[src/ffba_pkg.sv]
// Shared types, constants and helpers of the first-fit block allocator.
package ffba_pkg;

  // Geometry defaults and fixed field widths
  localparam int NUM_BLOCKS_DEF = 1024;
  localparam int MAX_RUN_DEF    = 256;
  localparam int RESV_RST       = 32;
  localparam int WORD_W         = 8;
  localparam int RESV_W         = 10;
  localparam int CNT_W          = 9;
  localparam int START_W        = 10;
  localparam int FC_W           = 11;

  // Operation codes
  localparam logic FN_ALLOC = 1'b0;
  localparam logic FN_FREE  = 1'b1;

  // Result status codes
  typedef enum logic [1:0] {
    ST_OK     = 2'd0,
    ST_NOMEM  = 2'd1,
    ST_NORUN  = 2'd2,
    ST_BADREL = 2'd3
  } status_t;

  // Outcome of scanning one map word
  typedef struct packed {
    logic             found;
    logic [2:0]       pos;
    logic [CNT_W-1:0] run;
  } scan_res_t;

  // Count set bits of one map word
  function automatic logic [3:0] popcount8(input logic [WORD_W-1:0] w);
    logic [3:0] n;
    n = '0;
    for (int k = 0; k < WORD_W; k++) begin
      n = n + {3'd0, w[k]};
    end
    return n;
  endfunction

endpackage

[src/ffba_scan_step.sv]
// One map word of the first-fit search: extends the free run bit by bit.
module ffba_scan_step #(
  parameter int NUM_BLOCKS = ffba_pkg::NUM_BLOCKS_DEF,
  parameter int XW         = 18
) (
  input  logic [ffba_pkg::WORD_W-1:0] word,
  input  logic [XW-1:0]               base,
  input  logic [XW-1:0]               lo,
  input  logic [ffba_pkg::CNT_W-1:0]  run_in,
  input  logic [ffba_pkg::CNT_W-1:0]  count,
  output ffba_pkg::scan_res_t         res
);

  // Walk the eight bits, blocks below the boundary or past the store count as used
  always_comb begin
    logic [ffba_pkg::CNT_W-1:0] run;
    logic [XW-1:0]              b;
    logic                       used;
    logic                       found;
    logic [2:0]                 pos;
    run   = run_in;
    found = 1'b0;
    pos   = '0;
    for (int k = 0; k < ffba_pkg::WORD_W; k++) begin
      b    = base + XW'(k);
      used = word[k] || (b < lo) || (b >= XW'(NUM_BLOCKS));
      if (!found) begin
        if (used) begin
          run = '0;
        end else begin
          run = run + 1'b1;
          if (run == count) begin
            found = 1'b1;
            pos   = 3'(k);
          end
        end
      end
    end
    res.found = found;
    res.pos   = pos;
    res.run   = run;
  end

endmodule

[src/first_fit_block_allocator.sv]
// First-fit allocator: FSM, block map memory and used-block counter.
// A rejected request goes straight to the result state; a release reads and then writes back
// each map word of its range before the result; an allocate scans map words upward from the
// floor (8 blocks each, one memory read a cycle), then reads and writes back each word it marks.
// Throughput: one transaction at a time; the next is taken the cycle after a result loads.
// Reset: synchronous; a clearing pass then zeroes the map, one word a cycle,
// with in_ready low; configuration writes are taken throughout.
module first_fit_block_allocator #(
  parameter int NUM_BLOCKS = ffba_pkg::NUM_BLOCKS_DEF,
  parameter int MAX_RUN    = ffba_pkg::MAX_RUN_DEF
) (
  input  logic                         clk,
  input  logic                         rst_n,
  input  logic                         cfg_wr_en,
  input  logic [ffba_pkg::RESV_W-1:0]  cfg_wr_data,
  input  logic                         in_valid,
  output logic                         in_ready,
  input  logic                         in_func,
  input  logic [ffba_pkg::CNT_W-1:0]   in_count,
  input  logic [ffba_pkg::START_W-1:0] in_start_req,
  output logic                         out_valid,
  input  logic                         out_ready,
  output logic [1:0]                   out_status,
  output logic [ffba_pkg::START_W-1:0] out_start_block,
  output logic [ffba_pkg::FC_W-1:0]    out_free_count
);

  localparam int WW  = ffba_pkg::WORD_W;
  localparam int NW  = (NUM_BLOCKS + WW - 1) / WW;
  localparam int AW  = $clog2(NW);
  localparam int BIW = AW + 3;
  localparam int BW1 = $clog2(NUM_BLOCKS + 1);
  localparam int XW  = (BIW > ffba_pkg::FC_W ? BIW : ffba_pkg::FC_W) + 1;

  typedef enum logic [5:0] {
    S_CLR     = 6'b000001,
    S_IDLE    = 6'b000010,
    S_SCAN    = 6'b000100,
    S_MARK_RD = 6'b001000,
    S_MARK_WR = 6'b010000,
    S_FIN     = 6'b100000
  } state_t;

  state_t                       state_r, state_nxt;
  logic [ffba_pkg::RESV_W-1:0]  reserved_r, reserved_nxt;
  logic [BW1-1:0]               used_r, used_nxt;
  logic [AW-1:0]                word_r, word_nxt;
  logic                         pend_r, pend_nxt;
  logic [AW-1:0]                pend_addr_r, pend_addr_nxt;
  logic [ffba_pkg::CNT_W-1:0]   run_r, run_nxt;
  logic [ffba_pkg::CNT_W-1:0]   count_r, count_nxt;
  logic [BIW-1:0]               m_lo_r, m_lo_nxt;
  logic [BIW-1:0]               m_hi_r, m_hi_nxt;
  logic [AW-1:0]                mw_r, mw_nxt;
  logic                         m_set_r, m_set_nxt;
  ffba_pkg::status_t            st_r, st_nxt;
  logic [ffba_pkg::START_W-1:0] sb_r, sb_nxt;
  logic                         out_valid_r, out_valid_nxt;
  logic [1:0]                   out_status_r, out_status_nxt;
  logic [ffba_pkg::START_W-1:0] out_start_block_r, out_start_block_nxt;
  logic [ffba_pkg::FC_W-1:0]    out_free_count_r, out_free_count_nxt;

  // Block map memory
  logic [WW-1:0] mem [NW];
  logic [WW-1:0] rdata_r;
  logic          mem_we;
  logic [AW-1:0] mem_wa;
  logic [WW-1:0] mem_wd;
  logic [AW-1:0] rd_addr;

  // Boundary and free count
  logic [XW-1:0]  resv_x;
  logic [XW-1:0]  lo_x;
  logic [BW1-1:0] lo;
  logic [BW1-1:0] avail;
  logic [BW1-1:0] free_blk;
  logic [XW-1:0]  free_x;
  logic [XW-1:0]  count_x;
  logic [XW-1:0]  start_x;
  logic [XW-1:0]  rel_end_x;
  logic           rel_bad;
  logic [XW-1:0]  found_end_x;
  logic [XW-1:0]  found_start_x;
  logic [XW-1:0]  scan_base_x;
  ffba_pkg::scan_res_t scan_res;
  logic [WW-1:0]  mark_mask;
  logic [3:0]     cleared;

  assign resv_x  = XW'(reserved_r);
  assign lo_x    = (resv_x > XW'(NUM_BLOCKS)) ? XW'(NUM_BLOCKS) : resv_x;
  assign lo      = lo_x[BW1-1:0];
  assign avail   = BW1'(NUM_BLOCKS) - lo;
  assign free_blk = (used_r >= avail) ? '0 : (avail - used_r);
  assign free_x  = XW'(free_blk);

  // Release range check on the incoming request
  assign count_x   = XW'(in_count);
  assign start_x   = XW'(in_start_req);
  assign rel_end_x = start_x + count_x;
  assign rel_bad   = (in_count == '0) || (count_x > XW'(MAX_RUN)) ||
                     (start_x < lo_x) || (rel_end_x > XW'(NUM_BLOCKS));

  // Search one word of the map per cycle
  assign scan_base_x = XW'({pend_addr_r, 3'd0});

  ffba_scan_step #(
    .NUM_BLOCKS (NUM_BLOCKS),
    .XW         (XW)
  ) u_scan (
    .word   (rdata_r),
    .base   (scan_base_x),
    .lo     (lo_x),
    .run_in (run_r),
    .count  (count_r),
    .res    (scan_res)
  );

  assign found_end_x   = XW'({pend_addr_r, scan_res.pos});
  assign found_start_x = found_end_x + XW'(1) - XW'(count_r);

  // Bits of the current word that fall inside the marked range
  always_comb begin
    logic [BIW-1:0] b;
    for (int k = 0; k < WW; k++) begin
      b = {mw_r, 3'(k)};
      mark_mask[k] = (b >= m_lo_r) && (b <= m_hi_r);
    end
  end

  assign cleared = ffba_pkg::popcount8(rdata_r & mark_mask);

  // Next-state logic
  always_comb begin
    state_nxt           = state_r;
    reserved_nxt        = reserved_r;
    used_nxt            = used_r;
    word_nxt            = word_r;
    pend_nxt            = 1'b0;
    pend_addr_nxt       = pend_addr_r;
    run_nxt             = run_r;
    count_nxt           = count_r;
    m_lo_nxt            = m_lo_r;
    m_hi_nxt            = m_hi_r;
    mw_nxt              = mw_r;
    m_set_nxt           = m_set_r;
    st_nxt              = st_r;
    sb_nxt              = sb_r;
    out_valid_nxt       = out_valid_r && !out_ready;
    out_status_nxt      = out_status_r;
    out_start_block_nxt = out_start_block_r;
    out_free_count_nxt  = out_free_count_r;
    in_ready            = 1'b0;
    mem_we              = 1'b0;
    mem_wa              = mw_r;
    mem_wd              = '0;
    rd_addr             = mw_r;

    if (cfg_wr_en) begin
      reserved_nxt = cfg_wr_data;
    end

    unique case (state_r)
      // Zero the map one word a cycle
      S_CLR: begin
        mem_we = 1'b1;
        if (mw_r == AW'(NW - 1)) begin
          state_nxt = S_IDLE;
        end else begin
          mw_nxt = mw_r + 1'b1;
        end
      end

      // Take a transaction and decide its path
      S_IDLE: begin
        in_ready  = 1'b1;
        count_nxt = in_count;
        sb_nxt    = '0;
        st_nxt    = ffba_pkg::ST_OK;
        if (in_valid) begin
          if (in_func == ffba_pkg::FN_ALLOC) begin
            if (count_x > free_x) begin
              st_nxt    = ffba_pkg::ST_NOMEM;
              state_nxt = S_FIN;
            end else if ((in_count == '0) || (count_x > XW'(MAX_RUN))) begin
              st_nxt    = ffba_pkg::ST_NORUN;
              state_nxt = S_FIN;
            end else begin
              word_nxt  = AW'(lo >> 3);
              run_nxt   = '0;
              state_nxt = S_SCAN;
            end
          end else begin
            if (rel_bad) begin
              st_nxt    = ffba_pkg::ST_BADREL;
              state_nxt = S_FIN;
            end else begin
              m_lo_nxt  = start_x[BIW-1:0];
              m_hi_nxt  = BIW'(rel_end_x - XW'(1));
              mw_nxt    = AW'(in_start_req >> 3);
              m_set_nxt = 1'b0;
              state_nxt = S_MARK_RD;
            end
          end
        end
      end

      // Issue the next word read and check the word that came back
      S_SCAN: begin
        rd_addr       = word_r;
        pend_nxt      = 1'b1;
        pend_addr_nxt = word_r;
        if (word_r != AW'(NW - 1)) begin
          word_nxt = word_r + 1'b1;
        end
        if (pend_r) begin
          run_nxt = scan_res.run;
          if (scan_res.found) begin
            m_lo_nxt  = found_start_x[BIW-1:0];
            m_hi_nxt  = found_end_x[BIW-1:0];
            mw_nxt    = found_start_x[BIW-1:3];
            m_set_nxt = 1'b1;
            used_nxt  = used_r + BW1'(count_r);
            sb_nxt    = found_start_x[ffba_pkg::START_W-1:0];
            pend_nxt  = 1'b0;
            state_nxt = S_MARK_RD;
          end else if (pend_addr_r == AW'(NW - 1)) begin
            st_nxt    = ffba_pkg::ST_NORUN;
            pend_nxt  = 1'b0;
            state_nxt = S_FIN;
          end
        end
      end

      // Read the word to update
      S_MARK_RD: begin
        rd_addr   = mw_r;
        state_nxt = S_MARK_WR;
      end

      // Set or clear the range bits and write back
      S_MARK_WR: begin
        mem_we = 1'b1;
        if (m_set_r) begin
          mem_wd = rdata_r | mark_mask;
        end else begin
          mem_wd   = rdata_r & ~mark_mask;
          used_nxt = (used_r > BW1'(cleared)) ? (used_r - BW1'(cleared)) : '0;
        end
        if (mw_r == m_hi_r[BIW-1:3]) begin
          state_nxt = S_FIN;
        end else begin
          mw_nxt    = mw_r + 1'b1;
          state_nxt = S_MARK_RD;
        end
      end

      // Load the result once the output register is free
      S_FIN: begin
        if (!out_valid_r || out_ready) begin
          out_valid_nxt       = 1'b1;
          out_status_nxt      = st_r;
          out_start_block_nxt = sb_r;
          out_free_count_nxt  = free_x[ffba_pkg::FC_W-1:0];
          state_nxt           = S_IDLE;
        end
      end

      default: begin
        state_nxt = S_IDLE;
      end
    endcase
  end

  // Map memory ports
  always_ff @(posedge clk) begin
    if (mem_we) begin
      mem[mem_wa] <= mem_wd;
    end
    rdata_r <= mem[rd_addr];
  end

  // Control registers
  always_ff @(posedge clk) begin
    if (!rst_n) begin
      state_r     <= S_CLR;
      reserved_r  <= ffba_pkg::RESV_W'(ffba_pkg::RESV_RST);
      used_r      <= '0;
      mw_r        <= '0;
      pend_r      <= 1'b0;
      out_valid_r <= 1'b0;
    end else begin
      state_r     <= state_nxt;
      reserved_r  <= reserved_nxt;
      used_r      <= used_nxt;
      mw_r        <= mw_nxt;
      pend_r      <= pend_nxt;
      out_valid_r <= out_valid_nxt;
    end
  end

  // Working and result payload registers
  always_ff @(posedge clk) begin
    word_r            <= word_nxt;
    pend_addr_r       <= pend_addr_nxt;
    run_r             <= run_nxt;
    count_r           <= count_nxt;
    m_lo_r            <= m_lo_nxt;
    m_hi_r            <= m_hi_nxt;
    m_set_r           <= m_set_nxt;
    st_r              <= st_nxt;
    sb_r              <= sb_nxt;
    out_status_r      <= out_status_nxt;
    out_start_block_r <= out_start_block_nxt;
    out_free_count_r  <= out_free_count_nxt;
  end

  assign out_valid       = out_valid_r;
  assign out_status      = out_status_r;
  assign out_start_block = out_start_block_r;
  assign out_free_count  = out_free_count_r;

endmodule

[config.mk]
export PLATFORM = sky130hd
export DESIGN_NAME = first_fit_block_allocator
export DESIGN_NICKNAME = d
export VERILOG_FILES = /design/src/ffba_pkg.sv /design/src/ffba_scan_step.sv /design/src/first_fit_block_allocator.sv
export SDC_FILE = /design/constraint.sdc
export NUM_CORES = 2
export LEC_CHECK = 0
export CORE_AREA = 2 2 405 407
export DETAILED_ROUTE_END_ITERATION = 12
export DIE_AREA = 0 0 407 409
export DONT_BUFFER_PORTS = 1
export GPL_ROUTABILITY_DRIVEN = 0
export PLACE_DENSITY_LB_ADDON = 0.3
export SLEW_MARGIN = 20
export SYNTH_ARGS = -nofsm -noshare
export SYNTH_HDL_FRONTEND = slang
export SYNTH_SLANG_ARGS = --single-unit
[constraint.sdc]
create_clock -name clk -period 19.2 [get_ports clk]
set_input_delay 2.88 -clock clk [delete_from_list [all_inputs] [get_ports clk]]
set_output_delay 2.88 -clock clk [all_outputs]
set_load 0.02 [all_outputs]
==> results.cfg <==
[placement]
hpwl_um = 97200
dp_slack_ns = 4.39
portBuffers = 0

[global_route]
grt_pass1_wl_um = 239000
globalRouteOverflowTotal = 0
antenna_found_initial = 1
grt_max_degree = 184
grt_pass1_vias = 36800
grt_usage_pct = 18.6

[min_path]
hold_path.class = reg2reg
hold_depth = 0
worstHoldEndpoint = out_status[1]
min_from = st_r[1]

[worst_setup_path]
crit_path_start_kind = flop
worst-r2r-cell-count = 52
cpPeakStageDelay_ns = 0.83
r2r-start = reserved_r[8]
rrSetupSlack_ns = 4.11
path_max_fanout = 14
crit-reg2reg-capture = m_lo_r[9]
cp.arrival_ns = 15.59
slowest_stage = nor2_1
setup.worst_path.end_class = flop
crit_required_ns = 19.70
crit_type = reg2reg

[routing]
drt_wl_total_um = 159000
wl_per_cell_um = 22.9
vias = 39100
drc = 0
avgViaCountPerCell = 5.62
drt_iter0_drc = 3789
firstDrtPassIters = 7
drtAntennaViolNets = 0

[synth]
ys_ff_latch = 1156
ys_top_cells_by_count = edfxtp_1 (1112), nand2_1 (684), a211oi_1 (396)
syn_inst = 4804
seq_area_frac_synth_pct = 60.7
ys_types = 118
yosysTopAreaCell = edfxtp_1
synth_top_area_share_pct = 59.2
synth_most_common_cell = edfxtp_1
synth.area.top_cells = edfxtp_1 (59%), a211oi_1 (5.3%), nand2_1 (4.5%)
synth_nets = 4956
synth_edf_count = 1112
yosysWarnings = 0
synth_area_um2 = 56400
synth.avg_cell_area_um2 = 11.7
synthArstFlopShare_pct = 0
ys.flop_type = edfxtp_1

[clock_network]
path_clk_slew_ns = 0.07
clockBufferDepth = 3
cts-root-buf = clkbuf_16
cts_hold_buffers = 0
cts_tree = yes
clkLatencyLatePin_ns = 0.74
cts_resized = 0
post_cts_buffers = 0
cts_buffers = 116
clkSinkCount = 1156
ctsHtreeMaxLevel = 3

[sta]
fin_crit_sh_pct = 78.6
fin_setup_tns_ns = 0
setup_viol = 0
clock_skew_ns = 0.0501
slew_violations = 0
fmax_mhz = 66.3
relSlewSlack_pct = 27.8
finalHoldViolCount = 0
setup_ws_ns = 4.11
layout_min_cycle_time_ns = 15.09
rsz0062_at_grt = false
worst_slew_pin_slew_ns = 1.08

[floorplanning]
die_h_um = 409
core_region_area_um2 = 162000
start_util_pct = 34.8
io_pins = 60
die_x_um = 407
core.rowCount = 148
die_area_um2 = 166000

[power_and_ir_drop]
p_leak_uw = 0.0199
ir_drop_mv = 0.0717
power_density_nw_per_um2 = 87.9

[cells_and_area]
fin_nets = 4828
insertedDiodeCount = 0
syn_to_final_growth_pct = 10.6
final_util_pct = 38.5
layout-drive-gt1-share_pct = 7.33

[status]
outcome = complete, no violations

[job]
maxCapViolations = 0
[worst max-delay path: cells and delay by family (launching register included)]
family | cells | cell delay [ns]
adder cells (fa/ha/maj) | 6 | 1.83
buffers and inverters | 4 | 0.33
AO/OA/AOI/OAI | 19 | 5.52
AND/OR/NAND/NOR | 18 | 5.37
multiplexers | 1 | 0.63
XOR/XNOR | 4 | 0.71
flip-flops | 1 | 0.42
[state kept, by name, summed over array words and instances, names as in the netlist, 8 cells and up]
name             count
rdata_r              8
out_free_count      11
reserved_r          10
out_start_block     10
count_r              9
sb_r                10
run_r                9
used_r              11
m_lo_r              10
m_hi_r              10
mem               1024
[per-layer routing]
layer	GRT usage [%]	wire (µm)	share of wire, %	vias up
met5	0	0	0	-
met4	4.62	3880	2.4	0
met3	2.65	9980	6.3	254
met2	28.8	72300	45	1384
met1	27.4	73200	46	19400
li1	-	-	-	18000
[metrics by stage]
stage                     instance area [µm²]  cells  total power (µW)  hold slack [ns]
after global routing                    62400   6953              5660            0.432
after detailed placement                58600   6732              3280            0.412
after global placement                  58600   6732              3270            0.415
after CTS                               62400   6952              5520            0.429
final                                   62400   6953              5490            0.432
after floorplan                         56400   4804              3130            0.400
[placed cells by master (no fill, tap or decap), types with 10 or more instances in the layout]
cell and n:
dfxtp_1 44, o22ai_1 17, xnor2_1 113, inv_1 93, clkbuf_1 21, nand4_1 25
nor3_1 74, o211ai_1 10, xor2_1 37, a21oi_1 217, o21ai_1 10, a211oi_1 396
or3_1 16, nor4_1 33, o32ai_1 10, nor2_1 274, a311oi_1 134, nand2b_1 29
clkinv_1 34, nor2b_1 28, or2_2 14, and4_1 10, ha_1 108, a21o_1 60
buf_4 63, o21bai_1 13, and2_1 283, o31ai_1 13, clkinv_2 23, a31oi_1 150
edfxtp_1 1112, clkbuf_16 118, and3_1 26, or4_1 11, mux2i_1 37, nand3_1 60
nand2_1 683, o21ai_0 85
[logic make-up (layout without fill, tap and decap cells)]
family,count (synthesis),after routing,share of synthesized area (%)
buf+inv,418,392,2.94
fa+ha+maj,117,117,2.71
flops,1156,1156,60.7
xor+xnor,157,157,2.58
compound gates,1277,1277,16.2
mux,50,50,0.938
simple gates,1629,1629,13.9
[worst max-delay path by stage]
| stage | startpoint | end | slack [ns] | cells past startpoint |
|---|---|---|---|---|
| floorplan | reserved_r[8] | m_lo_r[9] | 6.65 | 65 |
| global placement | reserved_r[8] | m_lo_r[9] | 4.70 | 52 |
| detailed placement | reserved_r[8] | m_lo_r[9] | 4.39 | 52 |
| CTS | reserved_r[8] | m_lo_r[9] | 4.35 | 52 |
| global route | reserved_r[8] | mem_wa[6] | 2.88 | 53 |
| finish | reserved_r[8] | m_lo_r[9] | 4.11 | 52 |
[cell type report]
| class | count | area, µm² |
|---|---|---|
| sequential | 1156 | 34300 |
| timing repair buffer | 71 | 612 |
| multi-input combinational | 3230 | 20700 |
| inverter | 101 | 379 |
| clock buffer | 139 | 3030 |
| tap | 2175 | 2720 |
| fill | 15400 | 99600 |
| clock inverter | 81 | 747 |
[where the power goes]
| part | internal (µW) | leakage, µW | switching, µW | total (µW) |
|---|---|---|---|---|
| clock network | 1250 | 0.00184 | 1010 | 2260 |
| registers | 2740 | 0.00951 | 12.1 | 2750 |
| logic | 154 | 0.00853 | 325 | 480 |
| total | 4150 | 0.0199 | 1340 | 5490 |
No activity file was read; power rests on OpenSTA's default activity.
